### src/hdl/bdeq_pkg.sv
// Shared types, codes and lookup functions for the button debounce event queue.
package bdeq_pkg;

  localparam int DEF_QUEUE_DEPTH = 8;
  localparam int DEF_NUM_SOURCES = 8;

  localparam int SRC_W      = 3;
  localparam int TIME_W     = 32;
  localparam int STATUS_W   = 2;
  localparam int CODE_W     = 3;
  localparam int COUNT_W    = 3;
  localparam int CFG_IDX_W  = 1;
  localparam int CFG_DATA_W = 32;
  // wide enough to hold NUM_SOURCES up to 32 for range checks
  localparam int SRC_CMP_W  = 6;

  localparam logic [TIME_W-1:0] DEBOUNCE_RESET = 32'd60000;
  localparam logic [TIME_W-1:0] TIMEOUT_RESET  = 32'd1000000;

  localparam logic FUNC_EDGE = 1'b0;
  localparam logic FUNC_POLL = 1'b1;

  localparam logic [STATUS_W-1:0] ST_IGNORED  = 2'd0;
  localparam logic [STATUS_W-1:0] ST_RELEASED = 2'd1;
  localparam logic [STATUS_W-1:0] ST_QUEUED   = 2'd2;
  localparam logic [STATUS_W-1:0] ST_DROPPED  = 2'd3;

  localparam logic [CFG_IDX_W-1:0] REG_DEBOUNCE = 1'd0;
  localparam logic [CFG_IDX_W-1:0] REG_TIMEOUT  = 1'd1;

  typedef struct packed {
    logic              func;
    logic [SRC_W-1:0]  source;
    logic [TIME_W-1:0] time_us;
  } req_t;

  typedef struct packed {
    logic [STATUS_W-1:0] edge_status;
    logic                event_valid;
    logic [CODE_W-1:0]   event_code;
    logic [COUNT_W-1:0]  queue_count;
  } rsp_t;

  // classified request handed from the front end to the back end
  typedef struct packed {
    logic              is_poll;
    logic              src_ok;
    logic [SRC_W-1:0]  source;
    logic [TIME_W-1:0] time_us;
  } cmd_t;

  // sel button and encoder switch share the select code
  function automatic logic [CODE_W-1:0] source_code(input logic [SRC_W-1:0] src);
    logic [CODE_W-1:0] code;
    unique case (src)
      3'd0:    code = 3'd0;
      3'd1:    code = 3'd1;
      3'd2:    code = 3'd1;
      3'd3:    code = 3'd2;
      3'd4:    code = 3'd3;
      3'd5:    code = 3'd4;
      3'd6:    code = 3'd5;
      3'd7:    code = 3'd6;
      default: code = 3'd0;
    endcase
    return code;
  endfunction

endpackage

### src/hdl/button_debounce_event_queue.sv
// Top level: button debounce with event ring, queue-style request and result ports.
//
//  channel   ports                          takes a request when
//  --------  -----------------------------  -------------------------------
//  input     push, full, in_item (req_t)    push && !full
//  result    empty, pop, out_item (rsp_t)   pop && !empty
//  config    cfg_write, cfg_index, cfg_data cfg_write (no wait, no read-back)
//
// Edge requests and polls of an empty ring complete in the execute state; polls of a
// non-empty ring go on to a read state (the ring memory read is registered). A result
// is pushed into the result FIFO, from which it shows on the result ports, in the cycle
// its request is taken, or from the read state for a poll that finds an event, as long as the result FIFO has room.
// A two-entry FIFO on each side lets input and output stall independently;
// the back end starts a request only when the result FIFO has room.
// Reset (rst, synchronous) clears source times, phases, ring pointers and FIFOs;
// ring contents are not cleared.
module button_debounce_event_queue
  import bdeq_pkg::*;
#(
  parameter int QUEUE_DEPTH = DEF_QUEUE_DEPTH,
  parameter int NUM_SOURCES = DEF_NUM_SOURCES
) (
  input  logic                  clk,
  input  logic                  rst,
  input  logic                  push,
  output logic                  full,
  input  req_t                  in_item,
  output logic                  empty,
  input  logic                  pop,
  output rsp_t                  out_item,
  input  logic                  cfg_write,
  input  logic [CFG_IDX_W-1:0]  cfg_index,
  input  logic [CFG_DATA_W-1:0] cfg_data
);

  logic [TIME_W-1:0] debounce_window;
  logic [TIME_W-1:0] phase_timeout;

  logic cmd_valid;
  cmd_t cmd;
  logic cmd_take;
  logic res_full;
  logic res_push;
  rsp_t res;

  // configuration registers
  always_ff @(posedge clk) begin
    if (rst) begin
      debounce_window <= DEBOUNCE_RESET;
      phase_timeout   <= TIMEOUT_RESET;
    end else if (cfg_write) begin
      unique case (cfg_index)
        REG_DEBOUNCE: debounce_window <= cfg_data;
        REG_TIMEOUT:  phase_timeout   <= cfg_data;
        default:      ;
      endcase
    end
  end

  // front end: classify and buffer requests
  bdeq_front #(
    .NUM_SOURCES (NUM_SOURCES)
  ) u_front (
    .clk       (clk),
    .rst       (rst),
    .push      (push),
    .req       (in_item),
    .full      (full),
    .cmd_valid (cmd_valid),
    .cmd       (cmd),
    .cmd_take  (cmd_take)
  );

  // back end: debounce state and event ring
  bdeq_back #(
    .QUEUE_DEPTH (QUEUE_DEPTH),
    .NUM_SOURCES (NUM_SOURCES)
  ) u_back (
    .clk             (clk),
    .rst             (rst),
    .cmd_valid       (cmd_valid),
    .cmd             (cmd),
    .cmd_take        (cmd_take),
    .debounce_window (debounce_window),
    .phase_timeout   (phase_timeout),
    .res_full        (res_full),
    .res_push        (res_push),
    .res             (res)
  );

  // result FIFO decouples the consumer from the back end
  bdeq_fifo #(
    .WIDTH ($bits(rsp_t))
  ) u_res_q (
    .clk   (clk),
    .rst   (rst),
    .push  (res_push),
    .wdata (res),
    .full  (res_full),
    .pop   (pop),
    .empty (empty),
    .rdata (out_item)
  );

  // back end must never produce a result without room reserved for it
  a_res_room: assert property (@(posedge clk) disable iff (rst)
    res_push |-> !res_full)
    else $error("result pushed into full result FIFO");

  // a poll result carries no edge status
  a_poll_status: assert property (@(posedge clk) disable iff (rst)
    (!empty && out_item.event_valid) |-> (out_item.edge_status == ST_IGNORED))
    else $error("event result with nonzero edge status");

  // no event means code zero
  a_no_code: assert property (@(posedge clk) disable iff (rst)
    (!empty && !out_item.event_valid) |-> (out_item.event_code == '0))
    else $error("event code set without event");

  a_reset_empty: assert property (@(posedge clk)
    rst |=> empty)
    else $error("result FIFO not empty after reset");

endmodule

### src/hdl/bdeq_fifo.sv
// Two-entry FIFO used for requests and results between the pipeline sections.
module bdeq_fifo
  import bdeq_pkg::*;
#(
  parameter int WIDTH = 8
) (
  input  logic             clk,
  input  logic             rst,
  input  logic             push,
  input  logic [WIDTH-1:0] wdata,
  output logic             full,
  input  logic             pop,
  output logic             empty,
  output logic [WIDTH-1:0] rdata
);

  logic [WIDTH-1:0] slot [2];
  logic             wr_ptr;
  logic             rd_ptr;
  logic [1:0]       count;
  logic             do_push;
  logic             do_pop;

  assign full    = (count == 2'd2);
  assign empty   = (count == 2'd0);
  assign do_push = push && !full;
  assign do_pop  = pop && !empty;
  assign rdata   = slot[rd_ptr];

  always_ff @(posedge clk) begin
    if (do_push) begin
      slot[wr_ptr] <= wdata;
    end
  end

  always_ff @(posedge clk) begin
    if (rst) begin
      wr_ptr <= 1'b0;
      rd_ptr <= 1'b0;
      count  <= 2'd0;
    end else begin
      if (do_push) begin
        wr_ptr <= ~wr_ptr;
      end
      if (do_pop) begin
        rd_ptr <= ~rd_ptr;
      end
      if (do_push && !do_pop) begin
        count <= count + 2'd1;
      end else if (do_pop && !do_push) begin
        count <= count - 2'd1;
      end
    end
  end

endmodule

### src/hdl/bdeq_front.sv
// Front end: classifies incoming requests and buffers them for the back end.
module bdeq_front
  import bdeq_pkg::*;
#(
  parameter int NUM_SOURCES = DEF_NUM_SOURCES
) (
  input  logic clk,
  input  logic rst,
  input  logic push,
  input  req_t req,
  output logic full,
  output logic cmd_valid,
  output cmd_t cmd,
  input  logic cmd_take
);

  cmd_t cmd_in;
  logic cmd_empty;

  // out-of-range sources are flagged here so the back end just skips them
  always_comb begin
    cmd_in.is_poll = (req.func == FUNC_POLL);
    cmd_in.src_ok  = (SRC_CMP_W'(req.source) < SRC_CMP_W'(NUM_SOURCES));
    cmd_in.source  = req.source;
    cmd_in.time_us = req.time_us;
  end

  bdeq_fifo #(
    .WIDTH ($bits(cmd_t))
  ) u_cmd_q (
    .clk   (clk),
    .rst   (rst),
    .push  (push),
    .wdata (cmd_in),
    .full  (full),
    .pop   (cmd_take),
    .empty (cmd_empty),
    .rdata (cmd)
  );

  assign cmd_valid = !cmd_empty;

endmodule

### src/hdl/bdeq_back.sv
// Back end: per-source debounce state, toggle phase and the event ring.
module bdeq_back
  import bdeq_pkg::*;
#(
  parameter int QUEUE_DEPTH = DEF_QUEUE_DEPTH,
  parameter int NUM_SOURCES = DEF_NUM_SOURCES
) (
  input  logic              clk,
  input  logic              rst,
  input  logic              cmd_valid,
  input  cmd_t              cmd,
  output logic              cmd_take,
  input  logic [TIME_W-1:0] debounce_window,
  input  logic [TIME_W-1:0] phase_timeout,
  input  logic              res_full,
  output logic              res_push,
  output rsp_t              res
);

  localparam int PW = $clog2(QUEUE_DEPTH);
  localparam logic [PW-1:0] LAST_PTR  = PW'(QUEUE_DEPTH - 1);
  localparam logic [PW-1:0] FULL_FILL = PW'(QUEUE_DEPTH - 1);

  localparam logic S_EXEC = 1'b0;
  localparam logic S_READ = 1'b1;

  logic              state;
  logic              state_next;

  logic [TIME_W-1:0] last_time [NUM_SOURCES];
  logic              phase [NUM_SOURCES];
  logic [NUM_SOURCES-1:0] src_hit;
  logic [TIME_W-1:0] last_sel;
  logic              phase_sel;
  logic [TIME_W-1:0] dt;
  logic              pass;
  logic              new_phase;
  logic              src_we;

  logic [CODE_W-1:0] ring [QUEUE_DEPTH];
  logic [CODE_W-1:0] rd_data;
  logic [PW-1:0]     head;
  logic [PW-1:0]     head_next;
  logic [PW-1:0]     tail;
  logic [PW-1:0]     tail_next;
  logic [PW-1:0]     head_inc;
  logic [PW-1:0]     tail_inc;
  logic [PW-1:0]     fill;
  logic [PW-1:0]     fill_next;
  logic              ring_we;
  logic              ring_re;

  // source lookup
  always_comb begin
    last_sel  = '0;
    phase_sel = 1'b0;
    for (int i = 0; i < NUM_SOURCES; i++) begin
      src_hit[i] = (SRC_CMP_W'(cmd.source) == SRC_CMP_W'(i));
      if (src_hit[i]) begin
        last_sel  = last_time[i];
        phase_sel = phase[i];
      end
    end
  end

  assign dt        = cmd.time_us - last_sel;
  assign pass      = (dt >= debounce_window);
  // past the timeout the phase restarts from released, so it toggles to 1
  assign new_phase = (dt > phase_timeout) ? 1'b1 : ~phase_sel;

  assign head_inc = (head == LAST_PTR) ? '0 : head + 1'b1;
  assign tail_inc = (tail == LAST_PTR) ? '0 : tail + 1'b1;

  always_comb begin
    cmd_take   = (state == S_EXEC) && cmd_valid && !res_full;
    state_next = state;
    src_we     = 1'b0;
    ring_we    = 1'b0;
    ring_re    = 1'b0;
    head_next  = head;
    tail_next  = tail;
    fill_next  = fill;
    res_push   = 1'b0;
    res        = '0;
    unique case (state)
      S_EXEC: begin
        if (cmd_take) begin
          if (!cmd.is_poll) begin
            res_push        = 1'b1;
            res.edge_status = ST_IGNORED;
            if (cmd.src_ok && pass) begin
              src_we = 1'b1;
              if (!new_phase) begin
                res.edge_status = ST_RELEASED;
              end else if (fill != FULL_FILL) begin
                ring_we         = 1'b1;
                tail_next       = tail_inc;
                fill_next       = fill + 1'b1;
                res.edge_status = ST_QUEUED;
              end else begin
                res.edge_status = ST_DROPPED;
              end
            end
            res.queue_count = COUNT_W'(fill_next);
          end else if (fill != '0) begin
            // ring read is registered; result goes out next cycle
            ring_re    = 1'b1;
            head_next  = head_inc;
            fill_next  = fill - 1'b1;
            state_next = S_READ;
          end else begin
            res_push        = 1'b1;
            res.queue_count = COUNT_W'(fill);
          end
        end
      end
      S_READ: begin
        res_push        = 1'b1;
        res.event_valid = 1'b1;
        res.event_code  = rd_data;
        res.queue_count = COUNT_W'(fill);
        state_next      = S_EXEC;
      end
      default: begin
        state_next = S_EXEC;
      end
    endcase
  end

  always_ff @(posedge clk) begin
    if (ring_we) begin
      ring[tail] <= source_code(cmd.source);
    end
    if (ring_re) begin
      rd_data <= ring[head];
    end
  end

  always_ff @(posedge clk) begin
    if (rst) begin
      state <= S_EXEC;
      head  <= '0;
      tail  <= '0;
      fill  <= '0;
      for (int i = 0; i < NUM_SOURCES; i++) begin
        last_time[i] <= '0;
        phase[i]     <= 1'b0;
      end
    end else begin
      state <= state_next;
      head  <= head_next;
      tail  <= tail_next;
      fill  <= fill_next;
      if (src_we) begin
        for (int i = 0; i < NUM_SOURCES; i++) begin
          if (src_hit[i]) begin
            last_time[i] <= cmd.time_us;
            phase[i]     <= new_phase;
          end
        end
      end
    end
  end

endmodule
### config.mk
export PLATFORM = sky130hd
export DESIGN_NAME = button_debounce_event_queue
export DESIGN_NICKNAME = d
export VERILOG_FILES = /design/src/hdl/bdeq_pkg.sv /design/src/hdl/button_debounce_event_queue.sv /design/src/hdl/bdeq_fifo.sv /design/src/hdl/bdeq_front.sv /design/src/hdl/bdeq_back.sv
export SDC_FILE = /design/constraint.sdc
export NUM_CORES = 1
export LEC_CHECK = 0
export ABC_AREA = 1
export ABC_CLOCK_PERIOD_IN_PS = 8800
export CAP_MARGIN = 15
export CORE_MARGIN = 2
export CORE_UTILIZATION = 45
export CTS_CLUSTER_DIAMETER = 60
export DETAILED_ROUTE_END_ITERATION = 8
export DONT_BUFFER_PORTS = 1
export PLACE_DENSITY_LB_ADDON = 0.12
export SETUP_SLACK_MARGIN = 0.4
export SYNTH_ARGS = -nofsm -noshare
export SYNTH_HDL_FRONTEND = slang
export SYNTH_SLANG_ARGS = --single-unit
### constraint.sdc
create_clock -name clk -period 8.8 [get_ports clk]
set_input_delay 1.76 -clock clk [delete_from_list [all_inputs] [get_ports clk]]
set_output_delay 1.76 -clock clk [all_outputs]
set_load 0.005 [all_outputs]
# ---- Word-level counts from Yosys, hierarchy flattened
# Memories as Yosys holds them, arrays and structs flattened. A register that Yosys moved wholly into a read port is not among the register bits.
# Index checks and enable logic that the tools add are counted.
dict set report word_totals {
  output_inout_bits 11
  word_cells 215
  romBits 24
  inputBits 74
  ff_bits 82
  memories 6
  ram_bits 378
}
dict set report op_classes {
  bitwise 24
  n_lt_le_gt_ge 2
  n_reduce_logical 30
  n_mux 119
  n_eq_ne 13
  n_addsub 9
}
# memory depth word_bits read_ports rd_clocked_by_memory_dff write_ports line_no
set memory_table {}
lappend memory_table {u_back.last_time 8 32 8 0 8 bdeq_back.sv:30} ;# logic [TIME_W-1:0] last_time [NUM_SOURCES];
lappend memory_table {u_front.u_cmd_q.slot 2 36 1 1 1 bdeq_fifo.sv:17} ;# logic [WIDTH-1:0] slot [2];
lappend memory_table {{(name not given)} 8 3 1 0 0 bdeq_pkg.sv:55} ;# unique case (src)
lappend memory_table {u_back.ring 8 3 1 1 1 bdeq_back.sv:40} ;# logic [CODE_W-1:0] ring [QUEUE_DEPTH];
lappend memory_table {u_res_q.slot 2 9 1 1 1 bdeq_fifo.sv:17}
lappend memory_table {u_back.phase 8 1 8 0 8 bdeq_back.sv:31} ;# logic phase [NUM_SOURCES];
# op n
set ops {}
lappend ops {{32-bit 2-to-1 mux} 16}
lappend ops {{1-bit 2-to-1 mux} 79}
lappend ops {{3-bit 2-to-1 mux} 11}
lappend ops {{32-bit greater-or-equal comparator} 1}
lappend ops {{32-bit greater-than comparator} 1}
lappend ops {{32-bit subtractor} 1}
lappend ops {{3-bit equality test (second input constant)} 6}
lappend ops {{2-bit 2-to-1 mux} 9}
lappend ops {{1-bit OR} 16}
lappend ops {{1-bit logical AND} 10}
lappend ops {{3-bit by 1-bit adder with 3-bit output (second input constant)} 3}
lappend ops {{1-bit logical NOT} 8}
lappend ops {{1-bit inverter} 8}
lappend ops {{3-bit by 2-bit equality test with 1-bit output (second input constant)} 2}
lappend ops {{3-bit case mux with 2 select lines} 1}
lappend ops {{6-bit AND reduction} 1}
lappend ops {{2-bit by 1-bit adder with 2-bit output (second input constant)} 2}
lappend ops {{2-bit equality test (second input constant)} 2}
lappend ops {{2-bit logical NOT} 2}
lappend ops {{4-bit 2-to-1 mux} 1}
lappend ops {{1-bit case mux with 2 select lines} 2}
lappend ops {{2-bit AND reduction} 2}
lappend ops {{4-bit AND reduction} 1}
lappend ops {{2-bit nonzero test} 2}
lappend ops {{other kinds (9)} 10}

# ---- Logic depth before layout (Yosys ltp)
dict set report logic_depth {
  word_depth 20
  depth_mapped 47
  depth_no_buf 44
}

# ---- Cells and area by module
# A second synthesis with hierarchy kept.
dict set report unflattened {
  cells_unflattened 2356
  hier_area_um2 23119.7
}
# mod area_each_um2 instances seq_area_each_um2 cells_per_inst
set by_module_without_submodules {}
lappend by_module_without_submodules {bdeq_back 16634.7 1 8938.6 1803}
lappend by_module_without_submodules {{bdeq_fifo at u_front.u_cmd_q} 3072.9 1 2322.2 152}
lappend by_module_without_submodules {button_debounce_event_queue 2504.9 1 1281.2 334}
lappend by_module_without_submodules {{bdeq_fifo at u_res_q} 899.6 1 640.6 65}
lappend by_module_without_submodules {bdeq_front 7.5 1 0.0 2}

# ---- Worst setup path after synthesis
# OpenSTA, ideal clock, no wires.
dict set report synth_timing {
  path_kind {register to register}
  startpoint {reg (tool-made name)}
  endpoint {mem u_back.last_time[7][4], in the netlist u_back.last_time[1][100], enable pin}
  setup_ps 469
  synth_period_minus_slack_ps 8072
  arrival_ps 7603
  required_ps 8331
  stages_incl_launch_ff 38
  path_slack_ps 728
  n_path_buf 2
  path_cell_list {dfxtp_1 inv_2 clkbuf_1 or2_2 o21ai_0 ha_1 clkinv_1 nor2_1 buf_2 nand2_1 nand3_1 o21ai_1 nand2_1 o21ai_0 nand3_1 o211ai_1 a31oi_1 ha_1 [... 2 more ...] nand3_1 nand2_1 a21oi_1 nor2_1 nor2_1 o21ai_0 a21oi_1 o21bai_1 xor2_1 ha_1 nand2_1 nor2_1 nand4_1 nor2_1 nand4_1 nand3_2 nand2_1 o21ai_0}
}
# element line_no
set synth_lines {}
lappend synth_lines {{to (decl)} bdeq_back.sv:30}

==> impl_metrics.env <==
export IMPL_status="finished clean"
export IMPL_path_clk_slew_ps=60
export IMPL_dr_pass1_iters=5
export IMPL_grt_pass1_wl_mm=84.8
export IMPL_crit_arrival_ps=8090
export IMPL_cpMostUsedCell="nand2_1"
export IMPL_fp_coreArea_um2=48800
export IMPL_r2r_setup_slack_ps=970
export IMPL_wl_mm=54.4
export IMPL_ys_seq_elements=465
export IMPL_yosysWarningCount=0
export IMPL_worstPathRequired_ps=9060
export IMPL_wl_per_cell_um=18.5
export IMPL_path_class="reg2reg"
export IMPL_cpMaxStageDelayCell="nor4_1"
export IMPL_holdBufCountCts=0
export IMPL_place_gp_congestion=0.880
export IMPL_async_flop_share=0
export IMPL_portBuffers=0
export IMPL_maxSlewViolCount=0
export IMPL_crit_path_start_kind="flip-flop"
export IMPL_syn_cell_area_um2=22200
export IMPL_ctsHtreeMaxLevel=2
export IMPL_fmax_mhz=128
export IMPL_synth_distinct_cells=47
export IMPL_grt_pass1_vias=14800
export IMPL_min_path_type="reg2reg"
export IMPL_worst_slack_ps=975
export IMPL_synthMuxAreaShare=0.00501
export IMPL_drc=0
export IMPL_synthXorXnorAreaFrac=0.0118
export IMPL_antenna_found_initial=2
export IMPL_critPathMaxFanout=34
export IMPL_synth_yosys_seq_area_share=0.590
export IMPL_crit_path_end_kind="flip-flop"
export IMPL_numClockSinks=465
export IMPL_ios=85
export IMPL_postRouteAntennaNets=0
export IMPL_nNetsFinal=2419
export IMPL_rsz0062_at_grt="false"
export IMPL_drive_above_1_share=0.0853
export IMPL_drt_iter0_markers=1345
export IMPL_synth_edf_count=381
export IMPL_synth_main_ff_cell="edfxtp_1"
export IMPL_synth_top_family_by_area="simple AND/OR/NAND/NOR gates"
export IMPL_min_period_ps=7830
export IMPL_grt_max_degree=76
export IMPL_worst_pin_slew_ps=806
export IMPL_synthCells=2247
export IMPL_cts_buffers_inserted=52
export IMPL_cts_root_buffer="clkbuf_16"
export IMPL_syn_num_nets=2431
export IMPL_hold_viol_final=0
export IMPL_finalSetupViolCount=0
export IMPL_grt_ovfl_total=0
export IMPL_vias_per_cell=5.31
export IMPL_crit_path_max_incr_delay_ps=500
export IMPL_track_usage=0.214
export IMPL_chipHeight_um=226
export IMPL_clock_skew_ps=22.7
export IMPL_rows=81
export IMPL_tritoncts="built"
export IMPL_max_cap_viol_count=0
export IMPL_slew_headroom=0.461
export IMPL_dp_slack_ps=677
export IMPL_setup_tns_ps=0
export IMPL_area_growth_syn_to_layout_pct=10.8
export IMPL_cts_buffer_depth=3
export IMPL_n_antenna_cell=0
export IMPL_yosys_area_share_simple=0.153
export IMPL_syn_avg_cell_area_um2=9.90
export IMPL_vias=15600
export IMPL_die_w_um=226
export IMPL_dp_hpwl_mm=38.1
export IMPL_dieArea_um2=51200
export IMPL_fin_crit_sh=0.889
export IMPL_synth_compound_area_frac=0.121
export IMPL_clock_latency_ps=600
export IMPL_start_util=0.455
export IMPL_synth_fa_ha_area_frac=0.0622
-- synthesized netlist by cell type (9+ instances only) --
library cell  count  area (µm²)
a21oi_1         220        1100
a31oi_1          13        81.3
buf_2            32         160
clkbuf_1         61         229
dfxtp_1          84        1680
edfxtp_1        381       11400
ha_1            109        1360
inv_1           202         758
inv_2            11        41.3
mux2_2            9         101
nand2_1         249         935
nand3_1         121         606
nand4_1          14        87.6
nor2_1          347        1300
nor3_1           15        75.1
o211ai_1         15         113
o21ai_0         208        1040
o21ai_1          29         145
or2_2            35         219
xnor2_1          13         114
xor2_1           17         149
-- placed cells by master (no fill, tap or decap), types with 17 or more instances in the layout --
master     count
xor2_1        17
buf_4         34
inv_1        201
clkbuf_16     53
o21ai_1       29
a21oi_1      220
ha_1         109
nand3_1      121
nand2_1      248
nor2_1       342
dfxtp_1       84
edfxtp_1     381
o21ai_0      206
or2_2         35
-- per-layer routing --
metal  vias up  global-route usage  routed length (µm)
li1       7715                   -                   -
met1      7416               0.310               25900
met2       405               0.329               24000
met3        70              0.0374                3280
met4         2              0.0622                1180
met5         -                   0                  19
-- sequential cells by signal, indices dropped and copies added (netlist names), 2 cells and up, named ones only --
register	flops
u_front.u_cmd_q.slot	72
u_back.last_time	256
u_back.head	3
u_back.phase	8
u_back.tail	3
u_res_q.count	2
u_back.rd_data	3
debounce_window	32
u_res_q.slot	18
u_front.u_cmd_q.count	2
phase_timeout	32
u_back.ring	24
-- through the flow --
stage | hold WS [ps] | instances | utilization | instance area (µm²)
2_1_floorplan | 420 | 2247 | - | 22200
3_3_place_gp | 438 | 2843 | 0.469 | 22900
3_5_place_dp | 447 | 2843 | 0.469 | 22900
4_1_cts | 453 | 2937 | 0.503 | 24600
5_1_grt | 476 | 2939 | 0.504 | 24600
6_report | 450 | 2939 | 0.504 | 24600
-- logic make-up (layout without fill, tap and decap cells) --
group | after synthesis | in the layout
and+or+nand+nor | 801 | 801
buffers and inverters | 317 | 345
muxes | 10 | 10
xor gates and xnor gates | 30 | 30
DFF | 465 | 465
adders and majority gates | 110 | 110
AOI/OAI and AO/OA | 514 | 514
-- final timing paths --
path / to / depth (start not counted) / start
worst max-delay path: u_back.last_time[0][104] / 41 / flip-flop
worst min-delay path: u_front.u_cmd_q.rd_ptr / 1 / u_front.u_cmd_q.rd_ptr
worst max register to register: u_back.last_time[0][104] / 41 / flip-flop
worst min register to register: u_front.u_cmd_q.rd_ptr / 1 / u_front.u_cmd_q.rd_ptr
-- critical path, delay by kind of cell, from the launching register on --
kind | cells | cell delay [ps]
flops | 1 | 370
simple gates | 23 | 3710
compound gates | 7 | 830
xor+xnor | 1 | 170
buf+inv | 7 | 1360
fa+ha+maj | 3 | 990
-- what timing repair did --
| item | CTS | global route |
|---|---|---|
| resized for setup | 0 | 4 |
| endpoints found under the hold margin | 0 | 0 |
| setup endpoints to repair | 0 | 205 |
| buffers inserted | 0 | 0 |
-- cell type report --
type,instances,area [µm²]
clock inverters,23,239
flip-flops and latches,465,13100
clock buffers,71,1430
repair buffers,37,315
well taps,664,831
fillers,4470,24200
inverters,214,806
multi-input cells,1465,7900
Power is not shown: default switching activity piles up to over one toggle a cycle in this logic, so the estimate is an artifact.
